$ cat config.mk
export PLATFORM = sky130hd
export DESIGN_NAME = aes_key_sched
export DESIGN_NICKNAME = d
export VERILOG_FILES = /design/src/aes256_cbc_block_cipher_defines.svh /design/src/aes_pkg.sv /design/src/aes_key_sched.sv
export SDC_FILE = /design/constraint.sdc
export NUM_CORES = 2
export LEC_CHECK = 0
export BUFFER_PORTS_ARGS = -buffer_cell sky130_fd_sc_hd__buf_2
export CORE_AREA = 2 2 413 415
export DETAILED_ROUTE_END_ITERATION = 12
export DIE_AREA = 0 0 415 417
export HOLD_SLACK_MARGIN = 0.15
export PLACE_DENSITY_LB_ADDON = 0.3
export SETUP_SLACK_MARGIN = 0.4
export SYNTH_ARGS = -nofsm -noshare
export SYNTH_HDL_FRONTEND = slang
export SYNTH_SLANG_ARGS = --single-unit
$ cat constraint.sdc
create_clock -name clk -period 22.1 [get_ports clk]
set_input_delay 1.105 -clock clk [delete_from_list [all_inputs] [get_ports clk]]
set_output_delay 1.105 -clock clk [all_outputs]
set_load 0.05 [all_outputs]
$ cat src/aes256_cbc_block_cipher_defines.svh
// Assertion macros for the AES-256 CBC block.
// No dependencies.
`ifndef AES256_CBC_BLOCK_CIPHER_DEFINES_SVH
`define AES256_CBC_BLOCK_CIPHER_DEFINES_SVH
`ifndef NO_ASSERTIONS
`define AES_ASSERT_IMP(lbl, clk, rstn, a, c) \
    lbl: assert property (@(posedge clk) disable iff (!rstn) (a) |-> (c)) \
        else $error("assertion failed");
`define AES_ASSERT_NEXT(lbl, clk, rstn, a, c) \
    lbl: assert property (@(posedge clk) disable iff (!rstn) (a) |=> (c)) \
        else $error("assertion failed");
`else
`define AES_ASSERT_IMP(lbl, clk, rstn, a, c)
`define AES_ASSERT_NEXT(lbl, clk, rstn, a, c)
`endif
`endif

$ cat src/aes_pkg.sv
// Package for the AES-256 CBC block: types, tables and round functions.
// No dependencies.
package aes_pkg;
    localparam int ROUNDS = 14;
    localparam int STORE_DEPTH = 2 * (ROUNDS + 1);
    localparam int KEY_WORDS = 8;
    localparam int SCHED_WORDS = 4 * (ROUNDS + 1);
    localparam int RK_AW = $clog2(ROUNDS + 1);
    localparam int WIDX_W = $clog2(SCHED_WORDS + 1);
    localparam logic [2:0] REG_KEY0 = 3'd0;
    localparam logic [2:0] REG_KEY1 = 3'd1;
    localparam logic [2:0] REG_KEY2 = 3'd2;
    localparam logic [2:0] REG_KEY3 = 3'd3;
    localparam logic [2:0] REG_IV_HI = 3'd4;
    localparam logic [2:0] REG_IV_LO = 3'd5;
    localparam logic KIND_ENC = 1'b0;

    typedef struct packed {
        logic        kind;
        logic        restart_chain;
        logic [63:0] block_hi;
        logic [63:0] block_lo;
    } in_req_t;

    typedef struct packed {
        logic [63:0] result_hi;
        logic [63:0] result_lo;
    } out_req_t;

    typedef struct packed {
        logic             start;
        logic             busy;
        logic             done;
    } ks_ctrl_t;

    localparam logic [7:0] SBOX [256] = '{
8'h63,8'h7c,8'h77,8'h7b,8'hf2,8'h6b,8'h6f,8'hc5,8'h30,8'h01,8'h67,8'h2b,8'hfe,8'hd7,8'hab,8'h76,
8'hca,8'h82,8'hc9,8'h7d,8'hfa,8'h59,8'h47,8'hf0,8'had,8'hd4,8'ha2,8'haf,8'h9c,8'ha4,8'h72,8'hc0,
8'hb7,8'hfd,8'h93,8'h26,8'h36,8'h3f,8'hf7,8'hcc,8'h34,8'ha5,8'he5,8'hf1,8'h71,8'hd8,8'h31,8'h15,
8'h04,8'hc7,8'h23,8'hc3,8'h18,8'h96,8'h05,8'h9a,8'h07,8'h12,8'h80,8'he2,8'heb,8'h27,8'hb2,8'h75,
8'h09,8'h83,8'h2c,8'h1a,8'h1b,8'h6e,8'h5a,8'ha0,8'h52,8'h3b,8'hd6,8'hb3,8'h29,8'he3,8'h2f,8'h84,
8'h53,8'hd1,8'h00,8'hed,8'h20,8'hfc,8'hb1,8'h5b,8'h6a,8'hcb,8'hbe,8'h39,8'h4a,8'h4c,8'h58,8'hcf,
8'hd0,8'hef,8'haa,8'hfb,8'h43,8'h4d,8'h33,8'h85,8'h45,8'hf9,8'h02,8'h7f,8'h50,8'h3c,8'h9f,8'ha8,
8'h51,8'ha3,8'h40,8'h8f,8'h92,8'h9d,8'h38,8'hf5,8'hbc,8'hb6,8'hda,8'h21,8'h10,8'hff,8'hf3,8'hd2,
8'hcd,8'h0c,8'h13,8'hec,8'h5f,8'h97,8'h44,8'h17,8'hc4,8'ha7,8'h7e,8'h3d,8'h64,8'h5d,8'h19,8'h73,
8'h60,8'h81,8'h4f,8'hdc,8'h22,8'h2a,8'h90,8'h88,8'h46,8'hee,8'hb8,8'h14,8'hde,8'h5e,8'h0b,8'hdb,
8'he0,8'h32,8'h3a,8'h0a,8'h49,8'h06,8'h24,8'h5c,8'hc2,8'hd3,8'hac,8'h62,8'h91,8'h95,8'he4,8'h79,
8'he7,8'hc8,8'h37,8'h6d,8'h8d,8'hd5,8'h4e,8'ha9,8'h6c,8'h56,8'hf4,8'hea,8'h65,8'h7a,8'hae,8'h08,
8'hba,8'h78,8'h25,8'h2e,8'h1c,8'ha6,8'hb4,8'hc6,8'he8,8'hdd,8'h74,8'h1f,8'h4b,8'hbd,8'h8b,8'h8a,
8'h70,8'h3e,8'hb5,8'h66,8'h48,8'h03,8'hf6,8'h0e,8'h61,8'h35,8'h57,8'hb9,8'h86,8'hc1,8'h1d,8'h9e,
8'he1,8'hf8,8'h98,8'h11,8'h69,8'hd9,8'h8e,8'h94,8'h9b,8'h1e,8'h87,8'he9,8'hce,8'h55,8'h28,8'hdf,
8'h8c,8'ha1,8'h89,8'h0d,8'hbf,8'he6,8'h42,8'h68,8'h41,8'h99,8'h2d,8'h0f,8'hb0,8'h54,8'hbb,8'h16};

    localparam logic [7:0] INV_SBOX [256] = '{
8'h52,8'h09,8'h6a,8'hd5,8'h30,8'h36,8'ha5,8'h38,8'hbf,8'h40,8'ha3,8'h9e,8'h81,8'hf3,8'hd7,8'hfb,
8'h7c,8'he3,8'h39,8'h82,8'h9b,8'h2f,8'hff,8'h87,8'h34,8'h8e,8'h43,8'h44,8'hc4,8'hde,8'he9,8'hcb,
8'h54,8'h7b,8'h94,8'h32,8'ha6,8'hc2,8'h23,8'h3d,8'hee,8'h4c,8'h95,8'h0b,8'h42,8'hfa,8'hc3,8'h4e,
8'h08,8'h2e,8'ha1,8'h66,8'h28,8'hd9,8'h24,8'hb2,8'h76,8'h5b,8'ha2,8'h49,8'h6d,8'h8b,8'hd1,8'h25,
8'h72,8'hf8,8'hf6,8'h64,8'h86,8'h68,8'h98,8'h16,8'hd4,8'ha4,8'h5c,8'hcc,8'h5d,8'h65,8'hb6,8'h92,
8'h6c,8'h70,8'h48,8'h50,8'hfd,8'hed,8'hb9,8'hda,8'h5e,8'h15,8'h46,8'h57,8'ha7,8'h8d,8'h9d,8'h84,
8'h90,8'hd8,8'hab,8'h00,8'h8c,8'hbc,8'hd3,8'h0a,8'hf7,8'he4,8'h58,8'h05,8'hb8,8'hb3,8'h45,8'h06,
8'hd0,8'h2c,8'h1e,8'h8f,8'hca,8'h3f,8'h0f,8'h02,8'hc1,8'haf,8'hbd,8'h03,8'h01,8'h13,8'h8a,8'h6b,
8'h3a,8'h91,8'h11,8'h41,8'h4f,8'h67,8'hdc,8'hea,8'h97,8'hf2,8'hcf,8'hce,8'hf0,8'hb4,8'he6,8'h73,
8'h96,8'hac,8'h74,8'h22,8'he7,8'had,8'h35,8'h85,8'he2,8'hf9,8'h37,8'he8,8'h1c,8'h75,8'hdf,8'h6e,
8'h47,8'hf1,8'h1a,8'h71,8'h1d,8'h29,8'hc5,8'h89,8'h6f,8'hb7,8'h62,8'h0e,8'haa,8'h18,8'hbe,8'h1b,
8'hfc,8'h56,8'h3e,8'h4b,8'hc6,8'hd2,8'h79,8'h20,8'h9a,8'hdb,8'hc0,8'hfe,8'h78,8'hcd,8'h5a,8'hf4,
8'h1f,8'hdd,8'ha8,8'h33,8'h88,8'h07,8'hc7,8'h31,8'hb1,8'h12,8'h10,8'h59,8'h27,8'h80,8'hec,8'h5f,
8'h60,8'h51,8'h7f,8'ha9,8'h19,8'hb5,8'h4a,8'h0d,8'h2d,8'he5,8'h7a,8'h9f,8'h93,8'hc9,8'h9c,8'hef,
8'ha0,8'he0,8'h3b,8'h4d,8'hae,8'h2a,8'hf5,8'hb0,8'hc8,8'heb,8'hbb,8'h3c,8'h83,8'h53,8'h99,8'h61,
8'h17,8'h2b,8'h04,8'h7e,8'hba,8'h77,8'hd6,8'h26,8'he1,8'h69,8'h14,8'h63,8'h55,8'h21,8'h0c,8'h7d};

    function automatic logic [7:0] xtime(input logic [7:0] a);
        return {a[6:0], 1'b0} ^ (a[7] ? 8'h1b : 8'h00);
    endfunction

    function automatic logic [31:0] sub_word(input logic [31:0] w);
        return {SBOX[w[31:24]], SBOX[w[23:16]], SBOX[w[15:8]], SBOX[w[7:0]]};
    endfunction

    // Byte n of the block is bits [127-8n -: 8].
    function automatic logic [127:0] sub_shift(input logic [127:0] s);
        logic [127:0] t;
        for (int c = 0; c < 4; c++)
            for (int r = 0; r < 4; r++)
                t[127 - 8 * (4 * c + r) -: 8] = SBOX[s[127 - 8 * (4 * ((c + r) % 4) + r) -: 8]];
        return t;
    endfunction

    function automatic logic [127:0] inv_sub_shift(input logic [127:0] s);
        logic [127:0] t;
        for (int c = 0; c < 4; c++)
            for (int r = 0; r < 4; r++)
                t[127 - 8 * (4 * ((c + r) % 4) + r) -: 8] = INV_SBOX[s[127 - 8 * (4 * c + r) -: 8]];
        return t;
    endfunction

    function automatic logic [127:0] mix(input logic [127:0] s);
        logic [127:0] t;
        logic [7:0] a [4];
        for (int c = 0; c < 4; c++)
        begin
            for (int r = 0; r < 4; r++)
                a[r] = s[127 - 8 * (4 * c + r) -: 8];
            for (int r = 0; r < 4; r++)
                t[127 - 8 * (4 * c + r) -: 8] = xtime(a[r]) ^ xtime(a[(r + 1) % 4])
                    ^ a[(r + 1) % 4] ^ a[(r + 2) % 4] ^ a[(r + 3) % 4];
        end
        return t;
    endfunction

    function automatic logic [127:0] inv_mix(input logic [127:0] s);
        logic [127:0] t;
        logic [7:0] a [4];
        logic [7:0] x2 [4];
        logic [7:0] x4 [4];
        logic [7:0] x8 [4];
        for (int c = 0; c < 4; c++)
        begin
            for (int r = 0; r < 4; r++)
            begin
                a[r] = s[127 - 8 * (4 * c + r) -: 8];
                x2[r] = xtime(a[r]);
                x4[r] = xtime(x2[r]);
                x8[r] = xtime(x4[r]);
            end
            for (int r = 0; r < 4; r++)
                t[127 - 8 * (4 * c + r) -: 8] =
                    (x8[r] ^ x4[r] ^ x2[r])
                    ^ (x8[(r + 1) % 4] ^ x2[(r + 1) % 4] ^ a[(r + 1) % 4])
                    ^ (x8[(r + 2) % 4] ^ x4[(r + 2) % 4] ^ a[(r + 2) % 4])
                    ^ (x8[(r + 3) % 4] ^ a[(r + 3) % 4]);
        end
        return t;
    endfunction
endpackage

$ cat src/aes_key_sched.sv
// Key expansion sequencer and round key store for the AES-256 CBC block.
// Depends on aes_pkg; one schedule word is produced per cycle while the expansion is busy.
module aes_key_sched
    import aes_pkg::*;
(
    input  logic             clk,
    input  logic             rst_n,
    input  logic             start,
    input  logic [255:0]     key,
    input  logic [RK_AW-1:0] rd_round,
    output logic [127:0]     rd_key,
    output ks_ctrl_t         ctrl
);
    logic [127:0] store [ROUNDS + 1];
    logic [31:0]  win_reg [KEY_WORDS];
    logic [WIDX_W-1:0] idx_reg;
    logic [7:0]   rcon_reg;
    logic         busy_reg;
    logic         done_reg;
    logic [31:0]  t;
    logic [31:0]  nw;

    always_comb
    begin
        t = win_reg[KEY_WORDS - 1];
        if (idx_reg[2:0] == 3'd0)
            t = sub_word({t[23:0], t[31:24]}) ^ {rcon_reg, 24'h0};
        else if (idx_reg[2:0] == 3'd4)
            t = sub_word(t);
        nw = win_reg[0] ^ t;
    end

    always_ff @(posedge clk or negedge rst_n)
    begin
        if (!rst_n)
        begin
            busy_reg <= 1'b0;
            done_reg <= 1'b0;
            idx_reg  <= '0;
            rcon_reg <= 8'h01;
        end
        else if (start)
        begin
            busy_reg <= 1'b1;
            done_reg <= 1'b0;
            idx_reg  <= WIDX_W'(KEY_WORDS);
            rcon_reg <= 8'h01;
        end
        else if (busy_reg)
        begin
            if (idx_reg[2:0] == 3'd0)
                rcon_reg <= xtime(rcon_reg);
            idx_reg <= idx_reg + 1'b1;
            if (idx_reg == WIDX_W'(SCHED_WORDS - 1))
            begin
                busy_reg <= 1'b0;
                done_reg <= 1'b1;
            end
        end
    end

    always_ff @(posedge clk)
    begin
        if (start)
        begin
            for (int i = 0; i < KEY_WORDS; i++)
                win_reg[i] <= key[255 - 32 * i -: 32];
            store[0] <= key[255:128];
            store[1] <= key[127:0];
        end
        else if (busy_reg)
        begin
            for (int i = 0; i < KEY_WORDS - 1; i++)
                win_reg[i] <= win_reg[i + 1];
            win_reg[KEY_WORDS - 1] <= nw;
            if (idx_reg[1:0] == 2'd3)
                store[idx_reg[WIDX_W-1:2]] <= {win_reg[KEY_WORDS - 3], win_reg[KEY_WORDS - 2],
                                               win_reg[KEY_WORDS - 1], nw};
        end
        rd_key <= store[rd_round];
    end

    assign ctrl.start = start;
    assign ctrl.busy  = busy_reg;
    assign ctrl.done  = done_reg;
endmodule

==> summary.md <==
| Metric | Value |
|---|---|
| Final nets | `7251` |
| Die Ht | `417 um` |
| Die Area | `173000 um2` |
| Final Setup Violations | `0` |
| H-tree Lvls | `4` |
| Max Cap Viol | `2` |
| Dpl ws | `14.62 ns` |
| Die Width | `415 um` |
| # resized after CTS | `0` |
| #FFs+latches synth | `2448` |
| Leading post-synthesis cells by cell area | `edfxtp_1 (64%), mux4_2 (14%), mux2_2 (3.0%)` |
| Total grt overflow | `0` |
| Critical path class | `register to register` |
| VDD IR-drop max | `89.6 uV` |
| Routed vias/inst | `7.60` |
| Root buf cell | `clkbuf_16` |
| Pin count of the biggest net entering global routing | `161` |
| Area of the multi-input gates | `34300 um2` |
| Startpoint Class | `register` |
| DR vias | `71600` |
| Clock-pin slew on the worst setup and hold paths | `0.06 ns` |
| RSZ-0062 raised after global routing | `false` |
| Initial antenna violation count | `82` |
| EDFF count, synth | `2304` |
| Max Transition Viols Final | `3` |
| Gpl congestion | `1.06` |
| Most common cell after layout, fill and taps aside | `edfxtp_1` |
| Leading area contributor after synthesis | `edfxtp_1` |
| Final TNS setup | `0 ns` |
| Hold Crit Class | `register to register` |
| Worst rel slew slack | `-10.8%` |
| TritonCTS clock tree | `done` |
| DR iter-0 viols | `14400` |
| WP data arrival | `7.07 ns` |
| Worst-Margin Slew | `1.65 ns` |
| Critical path endpoint category | `register` |
| I/O pins | `394` |
| Vias in the first global route | `67700` |
| Top cell type's share of synthesized area | `63.6%` |
| Wire per inst | `40.4 um` |
| Storage cell area | `72200 um2` |
| Violated checks | `capacitance limit, slew limit` |
| Mapped Nets | `7011` |
| Synthesis Warnings | `0` |
| CTS buffer count | `222` |
| Synth Flop Type | `edfxtp_1` |
| Slack of the critical path | `15.53 ns` |
| Slowest stage delay, CP | `0.99 ns` |
| Post-synthesis cell area | `109000 um2` |
| Leak | `40.4 nW` |
| Hold Violations, Final | `0` |
| Post-synthesis async set-or-reset flop share | `0.654%` |
| Synth cell types | `105` |
| Worst Path Required | `22.61 ns` |
| Worst-skew pair later-pin latency | `0.88 ns` |
| Share of layout cells above drive strength 1 | `27.0%` |
| Port buffer count | `393` |
| Total track usage | `43.2%` |
| Drt total wl | `381000 um` |
| Post-route DRC | `0` |
| Layout Cells excl Fill | `9420` |
| Fin crit period | `6.57 ns` |
| 1st-pass router iterations | `6` |
| Worst-path maximum fanout | `52` |
| Seq/Total Area, Yosys | `66.3%` |
| Gate Count Post-Synth | `6686` |
| Status | `finished, violations left` |
| Clock Tree Buf Depth | `3` |
| Final Core Density | `71.3%` |
| CP Cell Sequence | `buf_4 > clkinv_1 > ha_1 > nand2b_1 > o21a_1 > mux4_2 > a211oi_1 > o21ai_1 > and3b_1 > o31a_1 > or2_1 > xnor2_1` |
| Final antenna-violating net count | `0` |
| FILL cells | `10000` |
| Dpl cells | `8919` |
| Max reg flops | `2048` |
| Hpwl dp | `226000 um` |
| # rows | `151` |
| Core area | `169000 um2` |
| Global-route wire length before repair | `522000 um` |
| Initial Util | `64.6%` |
| CP max stage cell | `ha_1` |
| WHS | `0.519 ns` |
| Sink Count | `2448` |
| Final Cycle Share | `29.7%` |
| Layout Skew | `0.0508 ns` |
| Commonest non-fill, non-tap cells in the layout | `edfxtp_1 (2304), nand2_1 (704), mux4_2 (672), buf_2 (388), mux2_2 (285)` |
| Highest Clock Rate | `0.152 GHz` |
| P&R area growth vs syn | `10.5%` |
| PwrDens | `121 nW/um2` |
| Synthesized area per cell | `16.3 um2` |
area by class of cell:
| type | count | share of cell area (%) |
|---|---|---|
| flip-flops and latches | 2448 | 60.0 |
| clock buffers | 300 | 5.13 |
| multi-input cells | 3652 | 28.5 |
| repair buffers | 548 | 2.73 |
| well taps | 2218 | 2.31 |
| inverters | 54 | 0.169 |
| clock inverters | 122 | 0.932 |
| diodes | 78 | 0.162 |
path summary, 6_finish.rpt:
path                                  from              to  slack, ns  depth (start not counted)
max                        win_reg[1][113]    store[8][26]      15.53                         12
min                         win_reg[0][89]  win_reg[0][57]       0.52                          1
max reg2reg                win_reg[1][113]    store[8][26]      15.53                         12
min reg2reg                 win_reg[0][89]  win_reg[0][57]       0.52                          1
max in group asynchronous            rst_n     rcon_reg[0]      21.00                          2
min in group asynchronous            rst_n      idx_reg[4]       0.77                          2
routing by layer:
layer	vias up	track usage, %	part of all wire, %
li1	27300	-	-
met1	35800	57.1	33
met2	7245	64.3	45
met3	1207	9.74	13
met4	24	31.0	8.6
met5	-	0	0.059
timing repair:
item,CTS,global route
hold buffers,1,0
buffers inserted,0,0
endpoints found under the hold margin,1,0
synth_stat cells (13+ instances only):
master and instances:
a2111oi_0 19, a211o_1 21, a211oi_1 60, a21o_1 15
a21oi_1 168, a221oi_1 22, a311oi_1 39, a31oi_1 58
a32oi_1 17, and2_1 24, and3_1 25, buf_1 73
buf_2 125, buf_4 20, clkbuf_1 303, dfrtp_1 15
dfxtp_1 128, edfxtp_1 2304, ha_1 62, inv_1 48
mux2_2 285, mux2i_1 48, mux4_2 672, nand2_1 704
nand2b_1 106, nand3_1 95, nand4_1 20, nor2_1 204
nor2b_1 98, nor3_1 97, nor3b_1 20, o211ai_1 57
o21a_1 18, o21ai_0 271, o221ai_1 22, o22ai_1 22
o311ai_0 44, o31ai_1 30, o32ai_1 13, or2_2 22
or3_1 25, xnor2_1 25, xor2_1 16
cell families (layout without fill, tap and decap cells):
group,count (synthesis),after routing,share of synthesized area (%)
AO/OA/AOI/OAI,1032,1032,6.50
XOR/XNOR,42,42,0.345
adder cells (fa/ha/maj),62,62,0.713
buffers and inverters,586,1024,2.30
flip-flops,2448,2448,66.3
multiplexers,1008,1008,17.3
other,0,78,0
AND/OR/NAND/NOR,1508,1508,6.47
metrics by stage:
step                      total power, mW  area (um2)
after global routing                 14.9      120000
after global placement               10.5      113000
after detailed placement             10.5      113000
after floorplan                      8.84      109000
after CTS                            14.3      120000
final                                14.6      120000
critical path, delay by kind of cell, from the launching register on:
family,cells,cell delay [ns]
AO/OA/AOI/OAI,4,1.56
XOR/XNOR,1,0.75
adder cells (fa/ha/maj),1,0.99
buffers and inverters,2,1.15
flip-flops,1,0.35
multiplexers,1,0.46
AND/OR/NAND/NOR,3,0.91
report_power, final:
group | total [mW] | leakage [nW] | switching [mW] | internal [mW]
clock | 3.90 | 3.56 | 1.75 | 2.15
sequential | 5.94 | 22.7 | 0.241 | 5.70
combinational | 4.75 | 14.2 | 3.34 | 1.41
Note: power is estimated with default switching activity, not from simulation.
